[config.mk]
export PLATFORM = sky130hd
export DESIGN_NAME = route_table_best_metric_lookup
export DESIGN_NICKNAME = d
export VERILOG_FILES = /design/src/hw/rtl/rtbl_pkg.sv /design/src/hw/rtl/rtbl_cell.sv /design/src/hw/rtl/route_table_best_metric_lookup.sv
export SDC_FILE = /design/constraint.sdc
export NUM_CORES = 2
export LEC_CHECK = 0
export ABC_AREA = 1
export BUFFER_PORTS_ARGS = -buffer_cell sky130_fd_sc_hd__buf_2
export CAP_MARGIN = 20
export CELL_PAD_IN_SITES_DETAIL_PLACEMENT = 1
export CELL_PAD_IN_SITES_GLOBAL_PLACEMENT = 1
export CORE_ASPECT_RATIO = 1.4
export CORE_MARGIN = 3
export CORE_UTILIZATION = 45
export CTS_CLUSTER_DIAMETER = 80
export DETAILED_ROUTE_END_ITERATION = 8
export PLACE_DENSITY = 0.76
export SYNTH_ARGS = -nofsm -noshare
export SYNTH_HDL_FRONTEND = slang
export SYNTH_SLANG_ARGS = --single-unit
[constraint.sdc]
create_clock -name clk -period 17 [get_ports clk]
set_input_delay 0.85 -clock clk [delete_from_list [all_inputs] [get_ports clk]]
set_output_delay 0.85 -clock clk [all_outputs]
set_load 0.01 [all_outputs]
[src/hw/rtl/rtbl_pkg.sv]
// Shared types and constants for the route table lookup block.
package rtbl_pkg;

	// Result status codes.
	localparam logic [1:0] ST_ADDED = 2'd0;
	localparam logic [1:0] ST_FULL  = 2'd1;
	localparam logic [1:0] ST_FOUND = 2'd2;
	localparam logic [1:0] ST_NONE  = 2'd3;

	// Input action codes.
	localparam logic ACT_ADD    = 1'b0;
	localparam logic ACT_LOOKUP = 1'b1;

	// A route with this metric is stored but never chosen.
	localparam logic [7:0] METRIC_NEVER = 8'd255;

	typedef struct packed {
		logic        action;
		logic [31:0] address;
		logic [31:0] mask;
		logic [31:0] next_hop;
		logic [7:0]  cost;
	} in_item_t;

	typedef struct packed {
		logic [1:0]  status;
		logic [31:0] found_network;
		logic [31:0] found_mask;
		logic [31:0] found_gateway;
		logic [7:0]  found_cost;
	} out_item_t;

	typedef struct packed {
		logic [31:0] network;
		logic [31:0] mask;
		logic [31:0] gateway;
		logic [7:0]  cost;
	} route_t;

	// Search token that walks the cell chain, carrying the best route so far.
	typedef struct packed {
		logic        active;
		logic [31:0] dest;
		logic        have;
		route_t      best;
	} token_t;

endpackage

[src/hw/rtl/rtbl_cell.sv]
// One route table cell: stores one route and updates the passing search token.
module rtbl_cell import rtbl_pkg::*; #(
	parameter int CNT_W = 5,
	parameter int INDEX = 0
) (
	input  logic             clk,
	input  logic             arst_n,
	input  logic             wr_en,
	input  route_t           wr_route,
	input  logic [CNT_W-1:0] count,
	input  token_t           tok_in,
	output token_t           tok_out
);

	localparam logic [CNT_W-1:0] MY_INDEX = CNT_W'(INDEX);

	route_t route_q;
	logic   active_q;
	token_t data_q;
	token_t tok_next;
	logic   hit;

	// The slot is written when it is the next free one.
	always_ff @(posedge clk) begin
		if (wr_en && (count == MY_INDEX)) begin
			route_q <= wr_route;
		end
	end

	// Cells are visited oldest first, so an equal metric lets the newer route take over.
	assign hit = tok_in.active && (count > MY_INDEX)
		&& ((tok_in.dest & route_q.mask) == route_q.network)
		&& (route_q.cost != METRIC_NEVER)
		&& (!tok_in.have || (route_q.cost <= tok_in.best.cost));

	// Next token payload, replaced by this cell's route on a better match.
	always_comb begin
		tok_next = tok_in;
		if (hit) begin
			tok_next.have = 1'b1;
			tok_next.best = route_q;
		end
	end

	// Token valid flag.
	always_ff @(posedge clk or negedge arst_n) begin
		if (!arst_n) begin
			active_q <= 1'b0;
		end else begin
			active_q <= tok_in.active;
		end
	end

	// Token payload register.
	always_ff @(posedge clk) begin
		data_q <= tok_next;
	end

	always_comb begin
		tok_out        = data_q;
		tok_out.active = active_q;
	end

endmodule

[src/hw/rtl/route_table_best_metric_lookup.sv]
// Top level of the IPv4 route table with lowest-metric lookup.
// Routes live in a chain of ROUTES cells, one route per cell, filled in order of addition.
// An add transfer writes the next free cell and its result is registered in the pending
// register; an add to a full table changes nothing and reports table full. A lookup sends a
// search token through the chain, one cell per cycle, and its result is registered when the
// token leaves the last cell. The next item is taken once the previous result has moved to
// the output register, so a stalled output also holds off input.
// One item is worked on at a time; a finished result may wait at the output while the
// next item is accepted.
module route_table_best_metric_lookup import rtbl_pkg::*; #(
	parameter int ROUTES = 16
) (
	input  logic      clk,
	input  logic      arst_n,
	input  logic      in_valid,
	output logic      in_ready,
	input  in_item_t  in_data,
	output logic      out_valid,
	input  logic      out_ready,
	output out_item_t out_data
);

	localparam int CNT_W = $clog2(ROUTES + 1);
	localparam logic [CNT_W-1:0] CNT_FULL = CNT_W'(ROUTES);

	logic [CNT_W-1:0] route_count_q;
	logic             busy_q;
	logic             pend_valid_q;
	out_item_t        pend_q;
	logic             out_valid_q;
	out_item_t        out_q;

	logic      in_xfer;
	logic      add_xfer;
	logic      lookup_xfer;
	logic      wr_en;
	logic      chain_done;
	logic      out_load;
	route_t    wr_route;
	token_t    tok [ROUTES+1];
	logic [ROUTES-1:0] active_vec;
	out_item_t add_res;
	out_item_t lookup_res;

	assign in_ready    = !busy_q && !pend_valid_q;
	assign in_xfer     = in_valid && in_ready;
	assign add_xfer    = in_xfer && (in_data.action == ACT_ADD);
	assign lookup_xfer = in_xfer && (in_data.action == ACT_LOOKUP);
	assign wr_en       = add_xfer && (route_count_q != CNT_FULL);
	assign chain_done  = tok[ROUTES].active;
	assign out_load    = pend_valid_q && (!out_valid_q || out_ready);

	assign wr_route.network = in_data.address;
	assign wr_route.mask    = in_data.mask;
	assign wr_route.gateway = in_data.next_hop;
	assign wr_route.cost    = in_data.cost;

	// A new search token enters the first cell on a lookup transfer.
	always_comb begin
		tok[0]        = '0;
		tok[0].active = lookup_xfer;
		tok[0].dest   = in_data.address;
	end

	// The row of route cells.
	for (genvar i = 0; i < ROUTES; i++) begin : g_cell
		rtbl_cell #(
			.CNT_W (CNT_W),
			.INDEX (i)
		) u_cell (
			.clk      (clk),
			.arst_n   (arst_n),
			.wr_en    (wr_en),
			.wr_route (wr_route),
			.count    (route_count_q),
			.tok_in   (tok[i]),
			.tok_out  (tok[i+1])
		);
		assign active_vec[i] = tok[i+1].active;
	end

	// Results of an add and of a finished lookup.
	always_comb begin
		add_res        = '0;
		add_res.status = (route_count_q == CNT_FULL) ? ST_FULL : ST_ADDED;
		lookup_res     = '0;
		if (tok[ROUTES].have) begin
			lookup_res.status        = ST_FOUND;
			lookup_res.found_network = tok[ROUTES].best.network;
			lookup_res.found_mask    = tok[ROUTES].best.mask;
			lookup_res.found_gateway = tok[ROUTES].best.gateway;
			lookup_res.found_cost    = tok[ROUTES].best.cost;
		end else begin
			lookup_res.status = ST_NONE;
		end
	end

	// Control: route count, search in flight, pending and output valid flags.
	always_ff @(posedge clk or negedge arst_n) begin
		if (!arst_n) begin
			route_count_q <= '0;
			busy_q        <= 1'b0;
			pend_valid_q  <= 1'b0;
			out_valid_q   <= 1'b0;
		end else begin
			if (wr_en) begin
				route_count_q <= route_count_q + CNT_W'(1);
			end
			if (lookup_xfer) begin
				busy_q <= 1'b1;
			end else if (chain_done) begin
				busy_q <= 1'b0;
			end
			if (add_xfer || chain_done) begin
				pend_valid_q <= 1'b1;
			end else if (out_load) begin
				pend_valid_q <= 1'b0;
			end
			if (out_load) begin
				out_valid_q <= 1'b1;
			end else if (out_ready) begin
				out_valid_q <= 1'b0;
			end
		end
	end

	// Result payload registers.
	always_ff @(posedge clk) begin
		if (add_xfer) begin
			pend_q <= add_res;
		end else if (chain_done) begin
			pend_q <= lookup_res;
		end
		if (out_load) begin
			out_q <= pend_q;
		end
	end

	assign out_valid = out_valid_q;
	assign out_data  = out_q;

	// The table never holds more routes than it has cells.
	a_count_bound: assert property (@(posedge clk) disable iff (!arst_n)
		route_count_q <= CNT_FULL)
		else $error("route count beyond table size");

	// At most one search token is in the chain.
	a_one_token: assert property (@(posedge clk) disable iff (!arst_n)
		$onehot0(active_vec))
		else $error("more than one search token in flight");

	// A token leaves the chain only while a lookup is in progress.
	a_done_busy: assert property (@(posedge clk) disable iff (!arst_n)
		chain_done |-> busy_q)
		else $error("search token without a lookup in progress");

	// A found route never carries the excluded metric.
	a_found_cost: assert property (@(posedge clk) disable iff (!arst_n)
		(out_valid_q && (out_q.status == ST_FOUND)) |-> (out_q.found_cost != METRIC_NEVER))
		else $error("found route with excluded metric");

endmodule

# Yosys cells after proc, flatten, opt, wreduce, memory -nomap -nowiden
# Cells that the tools add are included.
op_classes:
  add_sub_neg: 1
  n_lt_le_gt_ge: 31
  eq_ne: 49
  muxes: 27
  n_bitwise: 17
  n_reduce_logical: 125
ops:
  columns: ["operator", "count"]
  rows:
  - ["2-to-1 mux 104 bit", 16]
  - ["AND 32 bit", 16]
  - ["== test 32 bit", 16]
  - ["2-to-1 mux 106 bit", 2]
  - ["!= test 8 bit (second input constant)", 16]
  - ["less-or-equal comparator 8 bit", 15]
  - ["2-to-1 mux 105 bit", 1]
  - ["logical AND 1 bit", 85]
  - ["== test 5 x 4 -> 1 bit (second input constant)", 8]
  - ["greater-than comparator 5 x 4 -> 1 bit (second input constant)", 8]
  - ["== test 5 x 3 -> 1 bit (second input constant)", 4]
  - ["greater-than comparator 5 x 3 -> 1 bit (second input constant)", 4]
  - ["zero test 1 bit", 18]
  - ["logical OR 1 bit", 17]
  - ["== test 5 x 2 -> 1 bit (second input constant)", 2]
  - ["greater-than comparator 5 x 1 -> 1 bit (second input constant)", 2]
  - ["greater-than comparator 5 x 2 -> 1 bit (second input constant)", 2]
  - ["2-to-1 mux 1 bit", 8]
  - ["nonzero test 2 bit", 4]
  - ["adder 5 x 1 -> 5 bit (second input constant)", 1]
  - ["== test 5 x 1 -> 1 bit (second input constant)", 1]
  - ["== test 5 bit (second input constant)", 1]
  - ["zero test 5 bit", 1]
  - ["!= test 5 bit (second input constant)", 1]
  - ["inverter 1 bit", 1]
totals:
  reg_bits: 4060
  elab_cells: 439

# Depth between registers and ports, before layout
logic_depth:
  depth_word: 8
  ltp_mapped: 16
  depth_no_buf: 14

# Cells and area by module
# From an unflattened synthesis, not the netlist that was laid out.
unflattened:
  hier_cells: 14063
  area_unflattened_um2: 145366.9
modules_own_cells:
  columns: ["mod", "instances", "cells_per_inst", "area_each_um2", "seq_area_each_um2"]
  rows:
  - ["rtbl_cell (g_cell[10].u_cell)", 1, 882, 8798.4, 5890.6]
  - ["rtbl_cell (g_cell[8].u_cell)", 1, 868, 8760.9, 5890.6]
  - ["rtbl_cell (g_cell[5].u_cell)", 1, 862, 8709.6, 5890.6]
  - ["rtbl_cell (g_cell[4].u_cell)", 1, 846, 8708.4, 5890.6]
  - ["rtbl_cell (g_cell[6].u_cell)", 1, 856, 8693.3, 5890.6]
  - ["rtbl_cell (g_cell[2].u_cell)", 1, 844, 8682.1, 5890.6]
  - ["rtbl_cell (g_cell[12].u_cell)", 1, 832, 8624.5, 5890.6]
  - ["rtbl_cell (g_cell[7].u_cell)", 1, 796, 8503.2, 5890.6]
  - ["rtbl_cell (g_cell[0].u_cell)", 1, 796, 8498.2, 5890.6]
  - ["rtbl_cell (g_cell[11].u_cell)", 1, 793, 8486.9, 5890.6]
  - ["rtbl_cell (g_cell[3].u_cell)", 1, 795, 8486.9, 5890.6]
  - ["rtbl_cell (g_cell[13].u_cell)", 1, 842, 8483.1, 5890.6]
  - ["rtbl_cell (g_cell[14].u_cell)", 1, 834, 8469.4, 5890.6]
  - ["rtbl_cell (g_cell[1].u_cell)", 1, 794, 8434.3, 5890.6]
  - ["3 more rows", null, null, null, null]

# Worst setup path after synthesis
# No wires, ideal clock.
synth_path:
  path_type: "input-to-reg"
  start: "input port in_data[104] in the netlist's numbering"
  end: "register g_cell[14].u_cell.route_q[0] in the netlist's numbering, enable pin"
  setup_time_ps: 822
  arrival_ps: 11354
  t_required_ps: 16178
  slack_ps: 4824
  cell_stages: 5
  cell_sequence: "inv_1 nand3_1 a21oi_1 nand2_1 nor4_1"
synth_via:
  elab_chain_len: 4
synth_rtl:
  columns: ["element", "line_no", "rtl"]
  rows:
  - ["from (decl)", "route_table_best_metric_lookup.sv:17", "input in_item_t in_data,"]
  - ["inverter 1 bit", "route_table_best_metric_lookup.sv:47", "assign add_xfer = in_xfer && (in_data.action == ACT_ADD);"]
  - ["logical AND 1 bit", "route_table_best_metric_lookup.sv:47", null]
  - ["logical AND 1 bit", "route_table_best_metric_lookup.sv:49", "assign wr_en = add_xfer && (route_count_q != CNT_FULL);"]
  - ["logical AND 1 bit", "rtbl_cell.sv:25", "if (wr_en && (count == MY_INDEX)) begin"]
  - ["to (signal assigned)", "rtbl_cell.sv:26", "route_q <= wr_route;"]
  - ["to (decl)", "rtbl_cell.sv:17", "route_t route_q;"]
# Every way passes these cells.
# A chain may end at the register's enable or synchronous reset.

# Final worst setup path
layout_path:
  start: "register route_count_q[1]"
  end: "register g_cell[15].u_cell.route_q[22] in the netlist's numbering, enable pin"
layout_via:
  elab_chain_len: 3
  word_cells_on_any_way: 4
  classes_between: "eq/ne: 2; reduce/logical: 2"
layout_rtl:
  columns: ["element", "line_no", "rtl"]
  rows:
  - ["from (decl)", "route_table_best_metric_lookup.sv:26", "logic [CNT_W-1:0] route_count_q;"]
  - ["from (signal assigned)", "route_table_best_metric_lookup.sv:107", "route_count_q <= route_count_q + CNT_W'(1);"]
  - ["!= test 5 bit", "route_table_best_metric_lookup.sv:49", null]
  - ["logical AND 1 bit", "route_table_best_metric_lookup.sv:49", null]
  - ["logical AND 1 bit *", "rtbl_cell.sv:25", null]
  - ["to (signal assigned)", "rtbl_cell.sv:26", null]
  - ["to (decl)", "rtbl_cell.sv:17", null]
# Mark *: on every way between the ends. The rest lies on a longest branch, timed or not.

==> metrics.txt <==
filler instances 33280; Leak approximately 0.066 uW; P_sw 3820 uW; Fin. Hold Viols 0; TritonCTS clock tree built; Worst Skew 0.04329 ns; syn avg cell area between 10 and 15 um2; Clock Sinks 4060; pins over their slew limit 0; fin area 0.1584 mm2; DIE WIDTH 478.4 um; area grow syn2layout 12.65%; Total Wirelength 400600 um; Synth Instances 13240; sequential power share 53.9%; DRC Markers 0; PD cells 120.2 mW/mm2; largest net degree at the start of global routing about 110; Hold Path Stages 4; setup TNS 0 ns; MaxCap Viol Count 0; Core ar. 0.3107 mm2; Via Count 93140; Top Metal Used met4; sequential cell area fraction in the yosys report 70.51%; worst-case reg-to-reg path depth 9; outcome finished clean; die area ~0.32 mm2; clk_lat worst skew 0.91 ns; met3 routed WL 14570 um; Top FF cell, synth dfxtp_1; Vias/cell 5.237; Pint about 15000 uW; vias in the first global route 98000; gp weighted congestion 0.9796; Max Buffers Root-to-Sink 4; clock power share ~45%; number of buffers created by CTS between 300 and 400; Distinct cells, synth 36; CTS clk-pin slew, worst paths 0.06 ns; detailed-placement wirelength estimate 291600 um; Die H 667.4 um; Yosys Warn Count 0; share of layout cells above drive strength 1 7.565%; EDFF count, synth 1772; Worst Path Required 17.53 ns; Post-DP Area roughly 0.15 mm2; Cell Area, Synth 0.1406 mm2; flops & latches, synth 4060; post-route ant nets 0; Final min period 4.146 ns; final setup fails 0; initial DRC count approximately 5600; Layout Utilization 50.98%; arrival time at the worst endpoint 4.68 ns; Rel. slew slack 19.41%; M1 WL 163800 um; CTS H-tree depth 5; 1st-pass router iterations 7; Initial Util between 40% and 50%; Pwr Total between 15000 and 20000 uW; Combinational Power Share roughly 1.2%; fmax 241.2 MHz; metal2 WL around 200000 um; GRT Total Usage 24.61%; fin nets 13550; number of buffer cells added on primary ports 216; GR Overflow Total 0; Final Cycle Share 24.39%; Resized Gates After CTS 0; pin slew with the least headroom to its limit 1.200 ns; CP Class reg -> reg; drt wl/cell 22.53 um; initial antenna violation count 13; Sw Share approximately 20%; first-pass GRT wire length 604500 um; Ports 217; Syn Nets around 13000; CTS Root Cell clkbuf_16; RSZ-0062 raised after global routing no; Tightest Hold Check Type in -> reg; asr flop ratio synth 0.5911%; peak supply drop 0.00007004 V; CP Launch Type register; critical path fanouts, max 57; # rows 242; Setup crit end kind register
## cells by family after synthesis
group	count (synthesis)	synth area share (%)
simple gates	7350	22.62
flops	4060	70.51
buf+inv	1321	3.739
compound gates	258	1.241
xor+xnor	125	0.7787
fa+ha+maj	125	1.112
## state kept, by name (all words and copies together) (netlist names)
signal                  count
g_cell.u_cell.route_q    1664
g_cell.u_cell.tok_out    2160
out_data                  106
pend_q                    106
busy_q                      1
route_count_q               5
out_valid                   1
g_cell.u_cell.active_q     16
pend_valid_q                1
## stage by stage
stage	setup WS, ns	instances	hold WS [ns]
4_1_cts	12.84	17770	0.1795
3_5_place_dp	12.72	17080	0.3399
2_1_floorplan	4.824	13240	0.3306
6_report	12.85	17780	0.2477
3_3_place_gp	12.47	17080	0.3355
5_1_grt	12.61	17780	0.2428
## per-layer routing
metal  GRT usage [%]  vias up
met5               0        -
met4           14.02        0
met3           2.440      745
met2           42.64     1996
met1           29.97    45840
li1                -    44560
## power groups by stage
stage	logic [uW]	clock network, uW	registers (uW)
6_report	221	8550	10300
2_1_floorplan	45.7	0	10500
3_3_place_gp	216	0	10500
4_1_cts	223	8720	10300
3_5_place_dp	222	0	10500
5_1_grt	234	9100	10300
## synthesized netlist by cell type (5+ instances only)
library cell / n / share of area, %
a21oi_1: 64 / 0.23
nand4_1: 1088 / 4.8
clkbuf_1: 426 / 1.1
ha_1: 125 / 1.1
dfxtp_1: 2264 / 32
edfxtp_1: 1772 / 38
dfrtp_1: 24 / 0.43
o211ai_1: 7 / 0.037
or2_2: 19 / 0.085
nand3_1: 799 / 2.8
o21bai_1: 5 / 0.027
buf_2: 173 / 0.62
buf_4: 10 / 0.053
nand2_1: 4779 / 13
buf_6: 6 / 0.048
nor2_2: 10 / 0.044
inv_1: 659 / 1.8
o21ai_0: 60 / 0.21
xor2_1: 105 / 0.65
nor3_1: 19 / 0.068
a32oi_1: 104 / 0.65
a31oi_1: 7 / 0.031
nand3b_1: 102 / 0.54
nor2_1: 530 / 1.4
xnor2_1: 20 / 0.12
o21a_1: 7 / 0.037
buf_1: 38 / 0.10
inv_2: 7 / 0.019
## cells in the final DEF (no fill, tap or decap), drive strengths merged, types with 2 or more instances in the layout
cell type  Yosys  layout
a21boi         2       2
a21oi         64      64
a32oi        104     104
inv          666     677
clkbuf       426     520
o21ai         61      61
clkinvlp       0      13
buf          227     353
nand3b       102     102
o21bai         5       5
diode          0       7
clkinv         2     111
nand3        799     799
xnor2         20      20
nor2         540     540
nand2       4779    4779
a31oi          7       7
nor3          19      19
dfxtp       2264    2264
nand4       1088    1088
o21a           7       7
bufinv         0      36
or2           19      19
dfrtp         24      24
o211ai         7       7
xor2         105     105
edfxtp      1772    1772
ha           125     125
## worst paths after layout
path | start | end | slack [ns]
min in group asynchronous | arst_n | g_cell[0].u_cell.active_q | 0.54
worst min register to register | g_cell[11].u_cell.tok_out[106] | g_cell[12].u_cell.tok_out[106] | 0.35
worst max register to register | route_count_q[1] | g_cell[15].u_cell.route_q[22] | 12.85
worst max-delay path | route_count_q[1] | g_cell[15].u_cell.route_q[22] | 12.85
max in group asynchronous | arst_n | g_cell[11].u_cell.active_q | 15.95
worst min-delay path | out_ready | out_valid | 0.25
## critical path, stage by stage, from the launching register on
cell     delay (ns)
dfrtp_1        0.54
inv_1          0.23
ha_1           0.27
nor3b_1        0.15
a21oi_1        0.41
inv_1          0.32
buf_4          0.30
nor2_4         0.09
buf_4          0.58
buf_4          0.75
## cell type report
type | instances | area (um2) | share of cell area [%]
antenna | 7 | 17.52 | 0.01106
clock buffer | 520 | 10720 | 6.765
clock inverter | 169 | 1879 | 1.187
inverter | 668 | 2510 | 1.585
multi-input combinational | 7858 | 36700 | 23.17
sequential | 4060 | 99140 | 62.59
tap | 4148 | 5190 | 3.277
timing repair buffer | 354 | 2237 | 1.412
## repair_timing
item                                   in CTS  in global routing
endpoints found under the hold margin       4                  0
setup endpoints to repair                   0                  0
hold buffers                                1                  0
setup buffers                               0                  0
Power figures use the tool's default switching activity.
